**config.mk**
```make
export PLATFORM = sky130hd
export DESIGN_NAME = object_name_allocator
export DESIGN_NICKNAME = d
export VERILOG_FILES = /design/src/rtl/ona_pkg.sv /design/src/rtl/object_name_allocator.sv /design/src/rtl/ona_ram.sv /design/src/rtl/ona_scan.sv
export SDC_FILE = /design/constraint.sdc
export NUM_CORES = 2
export LEC_CHECK = 0
export BUFFER_PORTS_ARGS = -buffer_cell sky130_fd_sc_hd__buf_2
export CELL_PAD_IN_SITES_DETAIL_PLACEMENT = 1
export CELL_PAD_IN_SITES_GLOBAL_PLACEMENT = 1
export CORE_ASPECT_RATIO = 0.75
export CORE_MARGIN = 5
export CORE_UTILIZATION = 55
export DETAILED_ROUTE_END_ITERATION = 16
export PLACE_DENSITY_LB_ADDON = 0.1
export SETUP_SLACK_MARGIN = 0.4
export SLEW_MARGIN = 20
export SYNTH_ARGS = -nofsm -noshare
export SYNTH_HDL_FRONTEND = slang
export SYNTH_SLANG_ARGS = --single-unit
```
**constraint.sdc**
```tcl
create_clock -name clk -period 6.1 [get_ports clk]
set_input_delay 0.61 -clock clk [delete_from_list [all_inputs] [get_ports clk]]
set_output_delay 0.61 -clock clk [all_outputs]
set_load 0.01 [all_outputs]
```
**src/rtl/ona_pkg.sv**
```systemverilog
// Package for the object name allocator: shared constants, opcodes and scan result type.
`default_nettype none
package ona_pkg;

  localparam int NPR   = 16;
  localparam int BIT_W = 4;
  localparam int NAME_W = 10;
  localparam int CNT_W  = 5;

  typedef enum logic [1:0] {
    OP_GEN   = 2'd0,
    OP_DEL   = 2'd1,
    OP_BIND  = 2'd2,
    OP_QUERY = 2'd3
  } op_t;

  typedef struct packed {
    logic             found;
    logic [BIT_W-1:0] idx;
  } scan_res_t;

endpackage
`default_nettype wire

```
**src/rtl/object_name_allocator.sv**
```systemverilog
// Object name allocator top level: sequencer, row register, map RAM and output register.
//
// Keeps names 1 .. min(NAME_SPACE,1024)-1, each with a reserved and a created mark,
// stored 16 names per RAM row (reserved bits low half, created bits high half).
// Input word: in_opcode, in_name, in_count on in_valid; accepted when in_stall is low.
// One item is worked at a time; in_stall is high from acceptance until the last
// result of the item is in the output register and its map row is written back.
// Delete, bind and query: RAM read, row load, then update, write back and result;
// a name outside the space goes straight to the result without a RAM access.
// Generate: the single search unit scans one 16-name map row at a time; each row
// is read, loaded and searched, free names are handed out while the output register
// is free, the row is written back, and a status result follows when no free name is left.
// Result word: out_name, out_is_created, out_status, out_last on out_valid, taken
// when out_stall is low. A stalled result holds; the sequencer waits until the
// output register is free.
// Reset clears the sequencer state, the output valid bit and one valid bit per RAM row;
// a row never written reads as all zero, so no clearing pass is needed.
`default_nettype none
module object_name_allocator import ona_pkg::*; #(
  parameter int NAME_SPACE = 1024,
  parameter int MAX_GEN    = 16
) (
  input  wire logic              clk,
  input  wire logic              rst_n,
  input  wire logic              in_valid,
  output logic                   in_stall,
  input  wire logic [1:0]        in_opcode,
  input  wire logic [NAME_W-1:0] in_name,
  input  wire logic [CNT_W-1:0]  in_count,
  output logic                   out_valid,
  input  wire logic              out_stall,
  output logic [NAME_W-1:0]      out_name,
  output logic                   out_is_created,
  output logic                   out_status,
  output logic                   out_last
);
  localparam int NAME_LIMIT = (NAME_SPACE < 1024) ? NAME_SPACE : 1024;
  localparam int ROWS       = (NAME_LIMIT + NPR - 1) / NPR;
  localparam int RW         = (ROWS > 1) ? $clog2(ROWS) : 1;
  localparam logic [RW-1:0]      LAST_ROW = RW'(ROWS - 1);
  localparam logic [CNT_W+1:0]   MG       = (CNT_W + 2)'(MAX_GEN);
  localparam logic [NAME_W:0]    LIM      = (NAME_W + 1)'(NAME_LIMIT);

  typedef enum logic [5:0] {
    S_IDLE = 6'b000001,
    S_RD   = 6'b000010,
    S_LOAD = 6'b000100,
    S_WORK = 6'b001000,
    S_ONE  = 6'b010000,
    S_ERR  = 6'b100000
  } state_t;

  state_t              state_r, state_nxt;
  op_t                 op_r, op_nxt;
  logic [RW-1:0]       row_r, row_nxt;
  logic [BIT_W-1:0]    bit_r, bit_nxt;
  logic                nvalid_r, nvalid_nxt;
  logic [CNT_W-1:0]    cnt_r, cnt_nxt;
  logic [2*NPR-1:0]    row_data_r, row_data_nxt;
  logic [ROWS-1:0]     row_vld_r, row_vld_nxt;

  logic                out_valid_r;
  logic [NAME_W-1:0]   out_name_r;
  logic                out_is_created_r, out_status_r, out_last_r;

  logic                ram_we;
  logic [2*NPR-1:0]    ram_wdata, ram_rdata;
  logic [2*NPR-1:0]    row_mod;
  scan_res_t           scan;

  logic                slot_free, emit, e_cr, e_st, e_last;
  logic [NAME_W-1:0]   e_name;
  logic                in_nvalid;
  logic [CNT_W-1:0]    in_cnt_sat;

  ona_ram #(.WIDTH(2 * NPR), .DEPTH(ROWS)) u_map (
    .clk   (clk),
    .we    (ram_we),
    .waddr (row_r),
    .wdata (ram_wdata),
    .raddr (row_r),
    .rdata (ram_rdata)
  );

  ona_scan #(.NAME_LIMIT(NAME_LIMIT), .RW(RW)) u_scan (
    .row (row_r),
    .rsv (row_data_r[NPR-1:0]),
    .res (scan)
  );

  assign in_stall   = (state_r != S_IDLE);
  assign slot_free  = !out_valid_r || !out_stall;
  assign in_nvalid  = (in_name != '0) && ({1'b0, in_name} < LIM);
  assign in_cnt_sat = ({2'b0, in_count} > MG) ? MG[CNT_W-1:0] : in_count;

  always_comb begin
    row_mod = row_data_r;
    if (op_r == OP_DEL) begin
      row_mod[{1'b0, bit_r}] = 1'b0;
      row_mod[{1'b1, bit_r}] = 1'b0;
    end else if (op_r == OP_BIND) begin
      row_mod[{1'b0, bit_r}] = 1'b1;
      row_mod[{1'b1, bit_r}] = 1'b1;
    end
  end

  always_comb begin
    state_nxt    = state_r;
    op_nxt       = op_r;
    row_nxt      = row_r;
    bit_nxt      = bit_r;
    nvalid_nxt   = nvalid_r;
    cnt_nxt      = cnt_r;
    row_data_nxt = row_data_r;
    row_vld_nxt  = row_vld_r;
    ram_we       = 1'b0;
    ram_wdata    = row_data_r;
    emit         = 1'b0;
    e_name       = '0;
    e_cr         = 1'b0;
    e_st         = 1'b0;
    e_last       = 1'b1;
    unique case (state_r)
      S_IDLE: begin
        if (in_valid) begin
          op_nxt     = op_t'(in_opcode);
          nvalid_nxt = in_nvalid;
          bit_nxt    = in_name[BIT_W-1:0];
          cnt_nxt    = in_cnt_sat;
          if (op_t'(in_opcode) == OP_GEN) begin
            row_nxt   = '0;
            state_nxt = (in_cnt_sat == '0) ? S_IDLE : S_RD;
          end else begin
            row_nxt   = in_name[BIT_W +: RW];
            state_nxt = in_nvalid ? S_RD : S_ONE;
          end
        end
      end
      S_RD: begin
        state_nxt = S_LOAD;
      end
      S_LOAD: begin
        row_data_nxt = row_vld_r[row_r] ? ram_rdata : '0;
        state_nxt    = (op_r == OP_GEN) ? S_WORK : S_ONE;
      end
      S_WORK: begin
        if (cnt_r == '0) begin
          ram_we    = 1'b1;
          state_nxt = S_IDLE;
        end else if (scan.found) begin
          if (slot_free) begin
            emit   = 1'b1;
            e_name = NAME_W'({row_r, scan.idx});
            e_last = (cnt_r == CNT_W'(1));
            row_data_nxt[{1'b0, scan.idx}] = 1'b1;
            row_data_nxt[{1'b1, scan.idx}] = 1'b0;
            cnt_nxt = cnt_r - CNT_W'(1);
          end
        end else begin
          ram_we = 1'b1;
          if (row_r == LAST_ROW) begin
            state_nxt = S_ERR;
          end else begin
            row_nxt   = row_r + RW'(1);
            state_nxt = S_RD;
          end
        end
      end
      S_ONE: begin
        if (slot_free) begin
          emit      = 1'b1;
          e_cr      = (op_r == OP_QUERY) && nvalid_r && row_data_r[{1'b0, bit_r}]
                      && row_data_r[{1'b1, bit_r}];
          ram_we    = nvalid_r && ((op_r == OP_DEL) || (op_r == OP_BIND));
          ram_wdata = row_mod;
          state_nxt = S_IDLE;
        end
      end
      S_ERR: begin
        if (slot_free) begin
          emit      = 1'b1;
          e_st      = 1'b1;
          state_nxt = S_IDLE;
        end
      end
      default: begin
        state_nxt = S_IDLE;
      end
    endcase
    if (ram_we) begin
      row_vld_nxt[row_r] = 1'b1;
    end
  end

  always_ff @(posedge clk) begin
    if (!rst_n) begin
      state_r     <= S_IDLE;
      row_vld_r   <= '0;
      out_valid_r <= 1'b0;
    end else begin
      state_r   <= state_nxt;
      row_vld_r <= row_vld_nxt;
      if (emit) begin
        out_valid_r <= 1'b1;
      end else if (!out_stall) begin
        out_valid_r <= 1'b0;
      end
    end
  end

  always_ff @(posedge clk) begin
    op_r       <= op_nxt;
    row_r      <= row_nxt;
    bit_r      <= bit_nxt;
    nvalid_r   <= nvalid_nxt;
    cnt_r      <= cnt_nxt;
    row_data_r <= row_data_nxt;
    if (emit) begin
      out_name_r       <= e_name;
      out_is_created_r <= e_cr;
      out_status_r     <= e_st;
      out_last_r       <= e_last;
    end
  end

  assign out_valid      = out_valid_r;
  assign out_name       = out_name_r;
  assign out_is_created = out_is_created_r;
  assign out_status     = out_status_r;
  assign out_last       = out_last_r;

endmodule
`default_nettype wire

```
**src/rtl/ona_ram.sv**
```systemverilog
// Generic single-write, single-read RAM with registered read data.
`default_nettype none
module ona_ram #(
  parameter int WIDTH = 32,
  parameter int DEPTH = 64,
  localparam int AW = (DEPTH > 1) ? $clog2(DEPTH) : 1
) (
  input  wire logic                   clk,
  input  wire logic                   we,
  input  wire logic [AW-1:0]          waddr,
  input  wire logic [WIDTH-1:0]       wdata,
  input  wire logic [AW-1:0]          raddr,
  output logic      [WIDTH-1:0]       rdata
);

  logic [WIDTH-1:0] mem_r [DEPTH];
  logic [WIDTH-1:0] rdata_r;

  always_ff @(posedge clk) begin
    if (we) begin
      mem_r[waddr] <= wdata;
    end
    rdata_r <= mem_r[raddr];
  end

  assign rdata = rdata_r;

endmodule
`default_nettype wire

```
**src/rtl/ona_scan.sv**
```systemverilog
// Lowest free name search over one row of the reserved map.
`default_nettype none
module ona_scan import ona_pkg::*; #(
  parameter int NAME_LIMIT = 1024,
  parameter int RW         = 6
) (
  input  wire logic [RW-1:0]  row,
  input  wire logic [NPR-1:0] rsv,
  output scan_res_t           res
);
  localparam int NW = RW + BIT_W;
  localparam logic [NW:0] LIM = (NW + 1)'(NAME_LIMIT);

  always_comb begin
    logic [NW-1:0] nm;
    res = '0;
    nm  = '0;
    for (int b = NPR - 1; b >= 0; b--) begin
      nm = {row, BIT_W'(b)};
      if (!rsv[b] && (nm != '0) && ({1'b0, nm} < LIM)) begin
        res.found = 1'b1;
        res.idx   = BIT_W'(b);
      end
    end
  end

endmodule
`default_nettype wire
```
==> results_dict.tcl <==
set metrics [dict create \
    outcome "complete, no violations" \
    avgSynthCellArea_sq_um 17.7 \
    antenna_found_initial 24 \
    async_flop_share_pct 0 \
    vias 53531 \
    hpwl_microns 189000 \
    ant_nets 0 \
    post-route-min-period_ps 5170 \
    start_util_pct 55.5 \
    syn_nets 4879 \
    post_cts_resized 0 \
    r2r_setup_slack_ps 930 \
    finalNetCount 5005 \
    syn_inst 4850 \
    synth_seq_cells 2214 \
    fin_crit_sh_pct 84.8 \
    synthSimpleGateAreaFrac_pct 3.29 \
    cts_tree "done" \
    port_buffers 35 \
    worstSetupEndpointType "register" \
    clockBufferDepth 3 \
    place_ws_ps 1550 \
    wire_per_inst_microns 43.4 \
    coreArea_sq_um 155000 \
    drc 0 \
    ioPinCount 36 \
    p_per_area_nw_per_um2 483 \
    grt_max_degree 112 \
    postCtsHoldBufs 6 \
    drt_first_pass_iters 7 \
    multi_input_area_sq_um 19400 \
    routabilityCongestion 1.00 \
    setup_violations 0 \
    yosys_warnings 0 \
    root_buffer "clkbuf_16" \
    ys_types 83 \
    tns_ps 0 \
    drive_above_1_share_pct 19.3 \
    hold_violations 0 \
    synth_flop_cell "edfxtp_1" \
    rsz0062_at_grt "no" \
    finClkSkew_ps 41.6 \
    timing.final.ws_setup_ps 926 \
    start_kind "register" \
    drtIter0Drc 9669 \
    synth_compound_area_share_pct 9.76 \
    synthAdderAreaFrac_pct 0.116 \
    final_common_cell "edfxtp_1" \
    die_y_microns 353 \
    seq_area_frac_synth_pct 76.1 \
    wirelength_microns 314000 \
    overflow 0 \
    clock_latency_ps 860 \
    vdd_drop_max_uv 401 \
    rows 125 \
    viasPerCell 7.38 \
    synth_area_sq_um 86100 \
    cp_max_fo 80 \
    die_w_microns 467 \
    synth_edf_count 2111 \
    grt_pass1_vias 52289 \
    register_area_sq_um 65500 \
    worstMarginPinSlew_ps 1280 \
    htreeDepth 4 \
    track_usage_pct 37.7 \
    postCtsSetupRepairBufs 0 \
    synthMuxAreaShare_pct 8.58 \
    final_cell_area_sq_um 96000 \
    synth_top_family_by_area "compound AO/OA/AOI/OAI gates" \
    area_growth_pct 11.6 \
    worstSetupPathType "reg2reg" \
    slew_violations 0 \
    mostFrequentLayoutCells "edfxtp_1, a221oi_1, mux2i_1" \
    relSlewSlack_pct 12.2 \
    grt_pass1_wl_microns 430000 \
    cts_inserted_buffers 202 \
    clock-sinks 2214 \
    drv_cap 0 \
    power_leakage_nw 30.6 \
    clk_pin_slew_ps 70 \
    fillCellCount 13336 \
    cp_data_arrival_time_ps 5750 \
    fmax_mhz 193 \
    worstPathRequired_ps 6670 \
    hp-class "in2reg" \
    die-area_sq_um 165000 \
    placed_cell_area_sq_um 89500 \
    synth-xor-area-share_pct 0.0712 \
]
Yosys cell counts, types with 7 or more instances:
| library cell | instances | area, sq um |
|---|---|---|
| o2bb2ai_1 | 25 | 219 |
| or2_2 | 7 | 43.8 |
| mux2_2 | 160 | 1800 |
| clkbuf_1 | 131 | 492 |
| dfxtp_1 | 103 | 2060 |
| or3_1 | 12 | 75.1 |
| o22a_1 | 46 | 403 |
| nand2_1 | 180 | 676 |
| o21a_1 | 65 | 488 |
| o221ai_1 | 29 | 254 |
| a221o_1 | 40 | 400 |
| and2_1 | 12 | 75.1 |
| nand3b_1 | 11 | 82.6 |
| nor3_1 | 63 | 315 |
| a222oi_1 | 11 | 110 |
| edfxtp_1 | 2111 | 63400 |
| nand4_1 | 15 | 93.8 |
| a21oi_1 | 96 | 480 |
| buf_2 | 110 | 551 |
| buf_1 | 29 | 109 |
| a31oi_1 | 21 | 131 |
| buf_4 | 47 | 353 |
| or4_1 | 11 | 82.6 |
| ha_1 | 8 | 100 |
| o211ai_1 | 11 | 82.6 |
| nor2_1 | 204 | 766 |
| nor3_2 | 14 | 140 |
| o31ai_1 | 7 | 52.6 |
| o22ai_1 | 123 | 769 |
| mux4_2 | 144 | 3240 |
| nand2b_1 | 9 | 56.3 |
| o21ai_0 | 143 | 716 |
| nand3_1 | 25 | 125 |
| buf_6 | 23 | 259 |
| nor2b_1 | 10 | 62.6 |
| a22oi_1 | 135 | 1010 |
| a221oi_1 | 288 | 2520 |
| mux2i_1 | 232 | 2320 |
| inv_1 | 14 | 52.6 |
| a22o_1 | 31 | 272 |
| a211oi_1 | 11 | 82.6 |
metal layers:
metal	up-vias	share of wire [%]	track usage, %
met5	-	0.068	0.175
met4	16	6.1	18.9
met3	862	15	14.9
met2	4229	42	52.3
met1	28141	37	51.7
li1	20283	-	-
flip-flops by register name, summed over array words and instances, names as in the netlist:
signal / cells
bit_r: 4
cnt_r: 5
nvalid_r: 1
op_r: 2
out_is_created: 1
out_last: 1
out_name: 10
out_status: 1
out_valid: 1
row_data_r: 32
row_r: 6
row_vld_r: 64
state_r: 6
u_map.mem_r: 2048
u_map.rdata: 32
power breakdown:
part / total [W] / internal (W) / leakage, nW / switching, W
logic: 0.0164 / 0.00457 / 7.68 / 0.0118
registers: 0.0174 / 0.0170 / 19.8 / 0.000401
clock network: 0.0126 / 0.00695 / 3.13 / 0.00568
total: 0.0464 / 0.0285 / 30.6 / 0.0179
worst max-delay path, cell delays in order, from the launching register on:
cell and delay [ps]:
edfxtp_1 580, buf_12 520, nand2b_1 800, o22ai_1 200
o21ai_0 790, o2111ai_1 810, nor3_2 470, buf_4 390
o21ai_0 190
logic make-up (layout without fill, tap and decap cells):
logic type               Yosys count  in the layout
multiplexers                     537            537
other                              0              9
XOR/XNOR                           7              7
adder cells (fa/ha/maj)            8              8
flip-flops                      2214           2214
buffers and inverters            358            656
AND/OR/NAND/NOR                  603            603
AO/OA/AOI/OAI                   1123           1123
per-stage QoR:
step | cells | util, % | total power (W) | hold slack (ps)
floorplan | 4850 | - | 0.0257 | 433
global placement | 6857 | 57.6 | 0.0328 | 443
detailed placement | 6858 | 57.7 | 0.0331 | 453
CTS | 7240 | 61.8 | 0.0455 | 37.7
global route | 7244 | 61.9 | 0.0471 | 70.1
finish | 7252 | 61.9 | 0.0464 | 85.8
final cells by class:
type	count	share of cell area [%]
repair buffers	264	2.17
clock buffers	285	5.83
well taps	2095	2.73
clock inverters	91	0.852
diodes	9	0.0234
inverters	16	0.0730
multi-input cells	2278	20.2
flip-flops and latches	2214	68.1
final timing paths:
path                              startpoint  cells after the start            end
worst min register to register  row_vld_r[1]                      1   row_vld_r[1]
worst max register to register      row_r[0]                      8  row_data_r[1]
worst max-delay path                row_r[0]                      8  row_data_r[1]
worst min-delay path                   rst_n                      2     state_r[0]
Note: power is estimated with default switching activity, not from simulation.
